### config.mk
export PLATFORM = sky130hd
export DESIGN_NAME = lzbsd_queue
export DESIGN_NICKNAME = d
export VERILOG_FILES = /design/src/rtl/lzbsd_pkg.sv /design/src/rtl/lzbsd_queue.sv
export SDC_FILE = /design/constraint.sdc
export NUM_CORES = 1
export LEC_CHECK = 0
export BUFFER_PORTS_ARGS = -buffer_cell sky130_fd_sc_hd__buf_4
export CORE_ASPECT_RATIO = 0.5
export CORE_UTILIZATION = 61
export CTS_CLUSTER_DIAMETER = 30
export DETAILED_ROUTE_END_ITERATION = 6
export GPL_ROUTABILITY_DRIVEN = 0
export GPL_TIMING_DRIVEN = 0
export HOLD_SLACK_MARGIN = 0.12
export PLACE_DENSITY = 0.82
export SLEW_MARGIN = 20
export SYNTH_ARGS = -nofsm -noshare
export SYNTH_HDL_FRONTEND = slang
export SYNTH_SLANG_ARGS = --single-unit
export TNS_END_PERCENT = 50
### constraint.sdc
create_clock -name aclk -period 4.52 [get_ports aclk]
set_input_delay 0.452 -clock aclk [delete_from_list [all_inputs] [get_ports aclk]]
set_output_delay 0.452 -clock aclk [all_outputs]
set_load 0.02 [all_outputs]
### src/rtl/lzbsd_pkg.sv
`timescale 1ns / 1ps
// ============================================================================
// lzbsd_pkg - shared definitions
// Command format between front and back, stream constants and tag table.
// ============================================================================
package lzbsd_pkg;

    localparam int WINDOW_SIZE_DEF = 4096;
    localparam int OUT_LANES_DEF   = 8;
    localparam int OFF_W           = 12;
    localparam int LEN_W           = 9;
    localparam int CNT_W           = 4;
    localparam int QDEPTH          = 4;

    localparam logic [4:0] PH_GROUP = 5'd16;
    localparam logic [4:0] PH_REF2  = 5'd17;
    localparam logic [4:0] PH_REF3  = 5'd18;
    localparam logic [4:0] PH_SIZE_END = 5'd8;
    localparam logic [4:0] PH_TAG_END  = 5'd4;

    localparam logic [7:0] LIT_FLAG_MASK = 8'h80;
    localparam logic [8:0] LONG_BIAS     = 9'h012;
    localparam logic [8:0] SHORT_BIAS    = 9'd2;

    localparam logic [1:0] ERR_NONE  = 2'd0;
    localparam logic [1:0] ERR_MAGIC = 2'd1;
    localparam logic [1:0] ERR_REF   = 2'd2;

    localparam logic [1:0] K_STATUS = 2'd0;
    localparam logic [1:0] K_LIT    = 2'd1;
    localparam logic [1:0] K_COPY   = 2'd2;

    typedef struct packed {
        logic             clr;
        logic [1:0]       kind;
        logic [7:0]       data;
        logic [OFF_W-1:0] off_m1;
        logic [LEN_W-1:0] len;
        logic             done;
        logic [1:0]       err;
    } cmd_t;

    function automatic logic [7:0] tag_byte(input logic [1:0] idx);
        logic [7:0] r;
        case (idx)
            2'd0:    r = 8'h59;
            2'd1:    r = 8'h61;
            2'd2:    r = 8'h7A;
            default: r = 8'h30;
        endcase
        return r;
    endfunction

endpackage

### src/rtl/lzbsd_queue.sv
`timescale 1ns / 1ps
// ============================================================================
// lzbsd_queue - command queue
// Small FIFO that decouples the parser from the copy engine.
// ============================================================================
module lzbsd_queue (
    input  logic            aclk,
    input  logic            aresetn,
    input  logic            wr_valid,
    input  lzbsd_pkg::cmd_t wr_cmd,
    output logic            wr_ready,
    output logic            rd_valid,
    output lzbsd_pkg::cmd_t rd_cmd,
    input  logic            rd_ready
);

    localparam int PW = $clog2(lzbsd_pkg::QDEPTH);

    lzbsd_pkg::cmd_t entry_reg [lzbsd_pkg::QDEPTH];
    logic [PW-1:0]   wptr_reg, rptr_reg;
    logic [PW:0]     fill_reg;
    logic            push, pop;

    assign wr_ready = (fill_reg != (PW+1)'(lzbsd_pkg::QDEPTH));
    assign rd_valid = (fill_reg != '0);
    assign rd_cmd   = entry_reg[rptr_reg];
    assign push     = wr_valid && wr_ready;
    assign pop      = rd_valid && rd_ready;

    always_ff @(posedge aclk) begin
        if (push) begin
            entry_reg[wptr_reg] <= wr_cmd;
        end
    end

    always_ff @(posedge aclk) begin
        if (!aresetn) begin
            wptr_reg <= '0;
            rptr_reg <= '0;
            fill_reg <= '0;
        end else begin
            if (push) begin
                wptr_reg <= wptr_reg + PW'(1);
            end
            if (pop) begin
                rptr_reg <= rptr_reg + PW'(1);
            end
            if (push && !pop) begin
                fill_reg <= fill_reg + (PW+1)'(1);
            end else if (pop && !push) begin
                fill_reg <= fill_reg - (PW+1)'(1);
            end
        end
    end

endmodule

==> impl_results.md <==
* Status: finished clean
* DIE AREA at 9590 sq um
* Synthesized net count at between 200 and 300
* VDD IR max at 0.430 mV
* NetSw at 0.00118 W
* Worst Min Path Start: wr_cmd[27]
* Max Root-Sink Buffers at 2
* Period utilization at 53.6%
* Highest-delay cell along the critical path: dfxtp_1
* Class of the worst hold path: in2reg
* Initial antenna violation count at 0
* CTS Buf Count at 17
* Starting density of the core at around 64%
* Fraction of layout cells with a size suffix above 1 at 44.7%
* Top delay family on crit path: adder cells
* Switching share of total power at 26.7%
* Num rows at 24
* Critical path buffer and inverter count at 1
* PD cells at roughly 630 nW/um^2
* Flops & latches, synth at 149
* Post-synth EDFFs at 140
* Hold buffer count at cts at 0
* Worst-path cell chain: nor2_1 -> a21boi_2 -> ha_1 -> inv_1 -> fa_1 -> xor2_1 -> or3_1 -> a21boi_0
* Post-synth top cells: 140 x edfxtp_1, 30 x mux4_2, 9 x dfxtp_1, 8 x and2_1
* Internal at between 0.003 and 0.004 W
* Finished Layout Cells at 457
* Count leader, synth: edfxtp_1
* Final Hold Violating Endpoints at 0
* Clk slew on worst S/H paths at 60 ps
* WP data required at 4850 ps
* # H-tree levels at 4
* Hold Path Sink: entry_reg[1][27]
* Die height at about 70 microns
* Mapped Avg Cell Area at ~24 sq um
* Yosys warning total at 0
* Initial DRC Count at 162
* Io pins at 76
* Max FFs per register at 140
* CP max FO at 7
* Gr usage total at between 20% and 30%
* Pins Over Slew Limit at 0
* Worst EP arrival at ~2800 ps
* Fin crit period at 2420 ps
* Number of cells on the worst reg-to-reg path at 8
* Vias in the first global route at 2,747
* Yosys cell types at 25
* Cts repair resizes at 0
* DP Area at 6410 sq um
* Max capacitance violation total at 0
* Max incr delay on CP at 540 ps
* Reg-to-reg endpoint: fill_reg[2]
* Final setup viols at 0
* Global-route wire length before repair at about 15 mm
* Antenna Violating Nets Remaining at 0
* Final instance area at 7050 sq um
* Hold path depth at 1
* FMAX at 0.413 GHz
* Setup TNS Final at 0 ps
* Total power at 0.00442 W
* RR Startpoint: fill_reg[0]
* Root buffer cell: clkbuf_16
* Worst slew pin tran at roughly 540 ps
* RSZ-0062 raised after global routing: no
* CP Launch Type: register
* Port Buf Inserts at 74
* Combinational share of power at 26.4%
* Num Clock Sinks at 149
* Diode count at 0
* Largest net degree at the start of global routing at 24
* Seq pwr share at 39.5%
* Vias at 2,596
* Final nets at between 300 and 400
* Grt total ovfl at 0
* Via density per instance at 5.68
* Die Wd at around 140 microns
* Rel. slew slack at 63.9%
* Synth Flop Type: edfxtp_1
* Mapped cell area at 5600 sq um
* Reg2Reg Setup Slack at 2100 ps
* Sequential fraction of the synthesis area at between 70% and 80%
* Lkg Pwr at 2.45 nW
* Pre-Repair DR Iteration Count at 4
* Fin util at 80.1%
* CTS tree: done
* Critical Path End Type: register
* Worst skew pair latency at 410 ps
* Clock power share at between 30% and 40%
* Synth area leader: edfxtp_1
* Asr flop ratio synth at 0%
* Synth top area cells: edfxtp_1 75%, mux4_2 12%, dfxtp_1 3.2%, mux4_1 2.3%, ha_1 1.1%
* Critical path type: reg2reg
* Core area at 8800 sq um
* WL final at about 10 mm
* # DRC at 0
* Synth top area share at 75.1%
* Dpl hpwl at slightly above 6 mm
* Clk_skew at 7.06 ps
* Area grow syn2layout at 25.9%
* Placed insts at approximately 430
* WL/cell at 21.9 microns
* Post-CTS setup buffer count at 0
* Mapped Cells at 231
-- stage by stage --
stage / hold WS, ps / setup slack, ps
2_1_floorplan: 468 / 2370
3_3_place_gp: 476 / 1770
3_5_place_dp: 514 / 2140
4_1_cts: 221 / 2100
5_1_grt: 226 / 1930
6_report: 244 / 2100
-- kinds of logic after synthesis --
group	Yosys count	share of synthesized area, %
xor+xnor	4	0.626
compound gates	5	1.10
buf+inv	12	1.90
mux	38	15.0
simple gates	17	1.63
flops	149	78.3
fa+ha+maj	6	1.48
-- routing by layer --
metal	vias up	part of all wire, %	routed length [microns]	global-route usage [%]
met5	-	0	0	0
met4	0	0.94	94	11.1
met3	8	4.6	461	6.29
met2	81	52	5230	36.1
met1	1347	42	4200	30.8
li1	1160	-	-	-
-- final cells by class --
type | instances | area (sq um)
buffer | 9 | 95.1
clock buffer | 19 | 433
clock inverter | 12 | 205
timing repair buffer | 78 | 658
fill | 436 | 1750
sequential | 149 | 4380
tap | 117 | 146
multi-input combinational | 70 | 1110
inverter | 3 | 11.3
-- how the worst max path moves through the flow --
| stage | startpoint | cells past startpoint | slack, ps | to |
|---|---|---|---|---|
| floorplan | fill_reg[0] | 3 | 2370 | entry_reg[0][0] |
| global placement | fill_reg[0] | 3 | 1770 | entry_reg[0][1] |
| detailed placement | fill_reg[0] | 8 | 2140 | fill_reg[2] |
| CTS | fill_reg[0] | 8 | 2100 | fill_reg[2] |
| global route | fill_reg[0] | 8 | 1930 | fill_reg[2] |
| finish | fill_reg[0] | 8 | 2100 | fill_reg[2] |
-- worst reg2reg max path: cells and delay by family (launching register included) --
| family | cells | cell delay, ps |
|---|---|---|
| compound gates | 2 | 500 |
| xor+xnor | 1 | 180 |
| flops | 1 | 540 |
| buf+inv | 1 | 70 |
| simple gates | 2 | 420 |
| fa+ha+maj | 2 | 630 |
-- cell usage in the layout (no fill, tap or decap) --
cell type,netlist,routed
clkinv_2,0,1
fa_1,1,1
clkbuf_1,1,3
clkinvlp_4,0,2
dfxtp_1,9,9
xnor2_1,3,3
nor2b_1,1,1
buf_6,1,1
buf_2,3,3
a21boi_0,1,1
mux4_1,5,5
nand2_1,5,5
ha_1,5,5
buf_12,3,4
buf_4,0,74
clkbuf_2,1,1
o31ai_4,1,1
xor2_1,1,1
clkbuf_16,0,17
clkinv_4,0,4
or3_1,2,2
and2_1,8,4
o311ai_2,1,1
and2_2,0,4
nor2_1,1,1
mux2i_1,3,3
o21ai_0,1,1
inv_1,3,3
bufinv_16,0,5
mux4_2,30,30
buf_16,0,3
edfxtp_1,140,140
a21boi_2,1,1
-- power by group through the flow --
stage / Clock [W] / Sequential [W] / Combinational, W
2_1_floorplan: 0 / 0.00175 / 0.000759
3_3_place_gp: 0 / 0.00176 / 0.00111
3_5_place_dp: 0 / 0.00177 / 0.00117
4_1_cts: 0.00153 / 0.00175 / 0.00118
5_1_grt: 0.00157 / 0.00176 / 0.00124
6_report: 0.00151 / 0.00174 / 0.00116
No activity file was read; power rests on OpenSTA's default activity.
