`src/rtl/lzbsd_pkg.sv`:
```
`timescale 1ns / 1ps
// ============================================================================
// lzbsd_pkg - shared definitions
// Command format between front and back, stream constants and tag table.
// ============================================================================
package lzbsd_pkg;

    localparam int WINDOW_SIZE_DEF = 4096;
    localparam int OUT_LANES_DEF   = 8;
    localparam int OFF_W           = 12;
    localparam int LEN_W           = 9;
    localparam int CNT_W           = 4;
    localparam int QDEPTH          = 4;

    localparam logic [4:0] PH_GROUP = 5'd16;
    localparam logic [4:0] PH_REF2  = 5'd17;
    localparam logic [4:0] PH_REF3  = 5'd18;
    localparam logic [4:0] PH_SIZE_END = 5'd8;
    localparam logic [4:0] PH_TAG_END  = 5'd4;

    localparam logic [7:0] LIT_FLAG_MASK = 8'h80;
    localparam logic [8:0] LONG_BIAS     = 9'h012;
    localparam logic [8:0] SHORT_BIAS    = 9'd2;

    localparam logic [1:0] ERR_NONE  = 2'd0;
    localparam logic [1:0] ERR_MAGIC = 2'd1;
    localparam logic [1:0] ERR_REF   = 2'd2;

    localparam logic [1:0] K_STATUS = 2'd0;
    localparam logic [1:0] K_LIT    = 2'd1;
    localparam logic [1:0] K_COPY   = 2'd2;

    typedef struct packed {
        logic             clr;
        logic [1:0]       kind;
        logic [7:0]       data;
        logic [OFF_W-1:0] off_m1;
        logic [LEN_W-1:0] len;
        logic             done;
        logic [1:0]       err;
    } cmd_t;

    function automatic logic [7:0] tag_byte(input logic [1:0] idx);
        logic [7:0] r;
        case (idx)
            2'd0:    r = 8'h59;
            2'd1:    r = 8'h61;
            2'd2:    r = 8'h7A;
            default: r = 8'h30;
        endcase
        return r;
    endfunction

endpackage

```
`src/rtl/lzbsd_front.sv`:
```
`timescale 1ns / 1ps
// ============================================================================
// lzbsd_front - stream parser
// Checks the header, walks flag groups and turns each byte into a command.
// ============================================================================
module lzbsd_front (
    input  logic              aclk,
    input  logic              aresetn,
    input  logic              in_valid,
    input  logic [7:0]        in_byte,
    input  logic              in_new,
    output logic              in_ready,
    output logic              cmd_valid,
    output lzbsd_pkg::cmd_t   cmd,
    input  logic              cmd_ready
);

    logic [4:0]  phase_reg, phase_next;
    logic [7:0]  flag_reg, flag_next;
    logic [3:0]  left_reg, left_next;
    logic [31:0] size_reg, size_next;
    logic [31:0] prod_reg, prod_next;
    logic [15:0] pair_reg, pair_next;
    logic [1:0]  err_reg, err_next;

    assign in_ready  = cmd_ready;
    assign cmd_valid = in_valid;

    always_comb begin
        logic                        want_copy;
        logic [lzbsd_pkg::LEN_W-1:0] clen;
        logic [12:0]                 off;
        logic [31:0]                 room;
        phase_next = phase_reg;
        flag_next  = flag_reg;
        left_next  = left_reg;
        size_next  = size_reg;
        prod_next  = prod_reg;
        pair_next  = pair_reg;
        err_next   = err_reg;
        if (in_new) begin
            phase_next = '0;
            flag_next  = '0;
            left_next  = '0;
            size_next  = '0;
            prod_next  = '0;
            pair_next  = '0;
            err_next   = lzbsd_pkg::ERR_NONE;
        end
        want_copy = 1'b0;
        clen      = '0;
        off       = '0;
        room      = '0;
        cmd       = '0;
        cmd.clr   = in_new;
        cmd.kind  = lzbsd_pkg::K_STATUS;
        cmd.data  = in_byte;
        if (phase_next < lzbsd_pkg::PH_GROUP) begin
            if (err_next == lzbsd_pkg::ERR_NONE) begin
                if (phase_next < lzbsd_pkg::PH_TAG_END) begin
                    if (in_byte != lzbsd_pkg::tag_byte(phase_next[1:0])) begin
                        err_next = lzbsd_pkg::ERR_MAGIC;
                    end
                end else if (phase_next < lzbsd_pkg::PH_SIZE_END) begin
                    size_next = {size_next[23:0], in_byte};
                end
                if (err_next == lzbsd_pkg::ERR_NONE) begin
                    phase_next = phase_next + 5'd1;
                end
            end
        end else if (err_next == lzbsd_pkg::ERR_NONE && prod_next < size_next) begin
            if (phase_next == lzbsd_pkg::PH_REF2) begin
                pair_next = {pair_next[15:8], in_byte};
                if (pair_next[15:12] != 4'd0) begin
                    want_copy = 1'b1;
                    clen = {5'd0, pair_next[15:12]} + lzbsd_pkg::SHORT_BIAS;
                end else begin
                    phase_next = lzbsd_pkg::PH_REF3;
                end
            end else if (phase_next == lzbsd_pkg::PH_REF3) begin
                want_copy = 1'b1;
                clen = {1'b0, in_byte} + lzbsd_pkg::LONG_BIAS;
            end else begin
                phase_next = lzbsd_pkg::PH_GROUP;
                if (left_next == 4'd0) begin
                    flag_next = in_byte;
                    left_next = 4'd8;
                end else if ((flag_next & lzbsd_pkg::LIT_FLAG_MASK) != 8'd0) begin
                    cmd.kind  = lzbsd_pkg::K_LIT;
                    prod_next = prod_next + 32'd1;
                    flag_next = {flag_next[6:0], 1'b0};
                    left_next = left_next - 4'd1;
                end else begin
                    pair_next  = {in_byte, 8'd0};
                    phase_next = lzbsd_pkg::PH_REF2;
                end
            end
            if (want_copy) begin
                phase_next = lzbsd_pkg::PH_GROUP;
                flag_next  = {flag_next[6:0], 1'b0};
                if (left_next != 4'd0) begin
                    left_next = left_next - 4'd1;
                end
                off = {1'b0, pair_next[11:0]} + 13'd1;
                if ({19'd0, off} > prod_next) begin
                    err_next = lzbsd_pkg::ERR_REF;
                end else begin
                    room = size_next - prod_next;
                    if ({23'd0, clen} > room) begin
                        clen = room[lzbsd_pkg::LEN_W-1:0];
                    end
                    prod_next = prod_next + {23'd0, clen};
                    if (clen != '0) begin
                        cmd.kind = lzbsd_pkg::K_COPY;
                    end
                end
                cmd.off_m1 = pair_next[11:0];
                cmd.len    = clen;
            end
        end
        cmd.done = (phase_next >= lzbsd_pkg::PH_GROUP) && (prod_next >= size_next);
        cmd.err  = err_next;
    end

    always_ff @(posedge aclk) begin
        if (!aresetn) begin
            phase_reg <= '0;
            flag_reg  <= '0;
            left_reg  <= '0;
            size_reg  <= '0;
            prod_reg  <= '0;
            pair_reg  <= '0;
            err_reg   <= lzbsd_pkg::ERR_NONE;
        end else if (in_valid && cmd_ready) begin
            phase_reg <= phase_next;
            flag_reg  <= flag_next;
            left_reg  <= left_next;
            size_reg  <= size_next;
            prod_reg  <= prod_next;
            pair_reg  <= pair_next;
            err_reg   <= err_next;
        end
    end

endmodule

```
`config.mk`:
```
export PLATFORM = sky130hd
export DESIGN_NAME = lzbsd_front
export DESIGN_NICKNAME = d
export VERILOG_FILES = /design/src/rtl/lzbsd_pkg.sv /design/src/rtl/lzbsd_front.sv
export SDC_FILE = /design/constraint.sdc
export NUM_CORES = 1
export LEC_CHECK = 0
export ABC_AREA = 0
export BUFFER_PORTS_ARGS = -buffer_cell sky130_fd_sc_hd__buf_2
export CAP_MARGIN = 20
export CORE_ASPECT_RATIO = 0.75
export CORE_MARGIN = 1.5
export CORE_UTILIZATION = 55
export CTS_BUF_LIST = sky130_fd_sc_hd__clkbuf_8
export DETAILED_ROUTE_END_ITERATION = 16
export PLACE_DENSITY = 0.8
export SETUP_SLACK_MARGIN = 0.5
export SLEW_MARGIN = 20
export SYNTH_ARGS = -nofsm -noshare
export SYNTH_HDL_FRONTEND = slang
export SYNTH_SLANG_ARGS = --single-unit
```
`constraint.sdc`:
```
create_clock -name aclk -period 15.2 [get_ports aclk]
set_clock_uncertainty 0.15 [all_clocks]
set_input_delay 1.52 -clock aclk [delete_from_list [all_inputs] [get_ports aclk]]
set_output_delay 1.52 -clock aclk [all_outputs]
set_load 0.01 [all_outputs]
```
==> metrics.md <==
| Metric | Value |
|---|---|
| Global route hottest layer | `met1` |
| Grt met3 use | `9.69%` |
| Hold-fix buffers, CTS | `0` |
| CTS root buf | `clkbuf_8` |
| Die X | `183 microns` |
| H-tree lvl count | `3` |
| Vias | `15.5k` |
| Post-layout util | `61.5%` |
| RSZ-0062 raised after global routing | `no` |
| Rows | `49` |
| Worst Setup Start Kind | `input port` |
| Sequential-to-total area share from yosys stat | `14.8%` |
| Mapped Cells | `1895` |
| Max Clock Freq | `0.0703 GHz` |
| FF/Latch Area | `1980 sq um` |
| Tmin final | `14.23 ns` |
| Vias in the first global route | `13.9k` |
| Antenna violations before repair | `0` |
| Most used DFF post-synth | `dfxtp_1` |
| Final TNS setup | `0 ns` |
| Maxcap violations | `0` |
| Placed Instances | `2226` |
| Hold Crit Class | `reg -> reg` |
| Drt wl/cell | `23.3 microns` |
| Worst vdd ir | `45.4 uV` |
| Multi-input gate area | `10900 sq um` |
| DRC errors left | `0` |
| Final setup viols | `0` |
| CTS tree | `yes` |
| Initial core utilization | `55.9%` |
| Status | `finished, final reports clean` |
| Crit-path max FO | `11` |
| Post-synthesis cell type count | `99` |
| Area grow syn2layout | `10.0%` |
| Static Leak | `6.15 nW` |
| Mapped Nets | `2029` |
| Final Hold Viols | `0` |
| Slew of the pin with the lowest slew margin | `1.02 ns` |
| Ys Warns | `0` |
| Met1 Resource Use GR | `62.4%` |
| CP arrival | `12.56 ns` |
| Drt first pass iters | `8` |
| Worst-path clk slew | `0.11 ns` |
| Inserted Diodes | `0` |
| Worst endpoint required time | `13.53 ns` |
| Clock insertion delay at the later pin of the skew report | `0.43 ns` |
| Largest net degree at the start of global routing | `106` |
| Congestion Overflow GR | `0` |
| Critical Path End Type | `output port` |
| Number of fillers in the final layout | `2232` |
| Ys async rst share | `0%` |
| Final cell count without fillers | `2263` |
| Avg Cell Area, Syn | `7.07 sq um` |
| Layout cells sized above 1 | `13.7%` |
| First-pass GRT wire length | `80200 microns` |
| Final ANT Viol Nets | `0` |
| Final Max Tran Viols | `0` |
| Total core area | `24000 sq um` |
| Net count, final | `2061` |
| Slew headroom | `31.5%` |
| Met2 Usage GRT | `55.0%` |
| PwrDens | `48.0 nW/um^2` |
| Post-synth EDFFs | `0` |
| Count of input and output buffers | `49` |
| Gr usage total | `40.4%` |
| DRT Wirelength | `52700 microns` |
| Routability cong. | `1.02` |
| CTS sink cnt | `99` |
| CP max stage delay | `0.55 ns` |
| Fin crit share | `93.6%` |
| Max clock buf depth | `2` |
| Synth Register Bits | `99` |
| WS Path Type | `in -> out` |
| Mapped cell area | `13400 sq um` |
| Initial DRC count | `2407` |
| Die span in y | `138 microns` |
| Routed vias/inst | `6.86` |
| Die area | `25300 sq um` |
| Most used cell, CP | `buf_4` |
| IO Count | `50` |
| Slowest CP cell | `nor3b_2` |
| DP Wirelength | `40300 microns` |
| TritonCTS Buffers | `9` |
[placed cells by master (no fill, tap or decap), drive strengths merged, types with 7 or more instances in the layout]
cell type  count
and2          19
xnor3          7
a211oi        45
nand3         72
buf          135
dfxtp         99
nand4         42
o41ai          7
inv           93
a2111oi       10
mux2i         27
o22ai         14
o211ai        12
a21oi        126
a31oi         10
nand2        179
or4           15
o21ai        131
nor2b         55
a22o           9
o31ai         10
nor2         217
a21o          44
and3          34
a22oi         28
nor3          47
nand3b         9
clkbuf        11
nand2b        20
mux2           8
xnor2         71
nor4          25
and4           9
or3           14
maj3           7
o221ai         7
xor2          32
o21a           7
ha           119
[Yosys cell counts, types with 32 or more instances]
library cell	number	area share (%)
nor2_1	216	6.1
nand2_1	179	5.0
o21ai_0	127	4.7
a21oi_1	125	4.7
ha_1	119	11
dfxtp_1	99	15
inv_1	87	2.4
nand3_1	70	2.6
xnor2_1	70	4.6
clkbuf_1	69	1.9
nor2b_1	54	2.5
nor3_1	46	1.7
a211oi_1	44	2.5
a21o_1	44	2.5
nand4_1	42	2.0
and3_1	34	1.6
xor2_1	32	2.1
[path summary, 6_finish.rpt]
kind                  endpoint  cells after the start  slack (ns)    startpoint
setup reg to reg  prod_reg[12]                     51        5.24  phase_reg[0]
setup / recovery        cmd[2]                     62        0.97        in_new
hold reg to reg    flag_reg[1]                      2        0.33   flag_reg[1]
hold / removal     flag_reg[1]                      2        0.33   flag_reg[1]
[repair_timing]
action / in CTS / in global routing
hold endpoints to repair: 0 / 0
gates cloned: 0 / 1
pin swaps: 1 / 23
setup endpoints to repair: 1 / 1
gates resized for setup: 9 / 66
setup buffers: 1 / 18
[per-stage QoR]
stage	total power [mW]	cell area, sq um	hold slack, ns	setup slack (ns)
floorplan	0.436	13400	0.289	1.21
global placement	0.501	14100	0.307	0.406
detailed placement	0.504	14100	0.316	0.158
CTS	0.686	14300	0.331	0.503
global route	0.733	14700	0.358	0.334
finish	0.708	14700	0.334	0.967
[layout make-up]
class,count,share of cell area (%)
Multi-Input combinational cell,1589,73.7
Sequential cell,99,13.4
Timing Repair Buffer,137,6.46
Tap cell,331,2.81
Inverter,91,2.33
Clock buffer,9,0.840
Clock inverter,7,0.458
[cell families (layout without fill, tap and decap cells)]
kind of cell	Yosys count	count (layout)	share of synthesized area [%]
AND/OR/NAND/NOR	783	783	29.7
AO/OA/AOI/OAI	533	533	26.3
buffers and inverters	207	244	6.55
adder cells (fa/ha/maj)	128	128	11.9
XOR/XNOR	110	110	7.98
flip-flops	99	99	14.8
multiplexers	35	35	2.69
[critical path: cells and delay by family]
kind | cells | cell delay (ns)
adders and majority gates | 6 | 1.49
buffers and inverters | 12 | 1.74
and+or+nand+nor | 19 | 3.74
AOI/OAI and AO/OA | 24 | 3.92
xor gates and xnor gates | 1 | 0.16
[report_power, final]
part / internal [mW] / leakage [nW] / total [mW] / switching [mW]
logic: 0.0901 / 5.25 / 0.250 / 0.160
clock network: 0.0641 / 0.0993 / 0.186 / 0.122
registers: 0.266 / 0.804 / 0.271 / 0.00520
total: 0.420 / 6.15 / 0.708 / 0.287
[metal layers]
metal	up-vias	wire, microns	share of wire (%)
met5	-	0	0
met4	0	1520	2.9
met3	126	7650	15
met2	1146	20700	39
met1	7258	22900	43
li1	6984	-	-
Power figures use the tool's default switching activity.
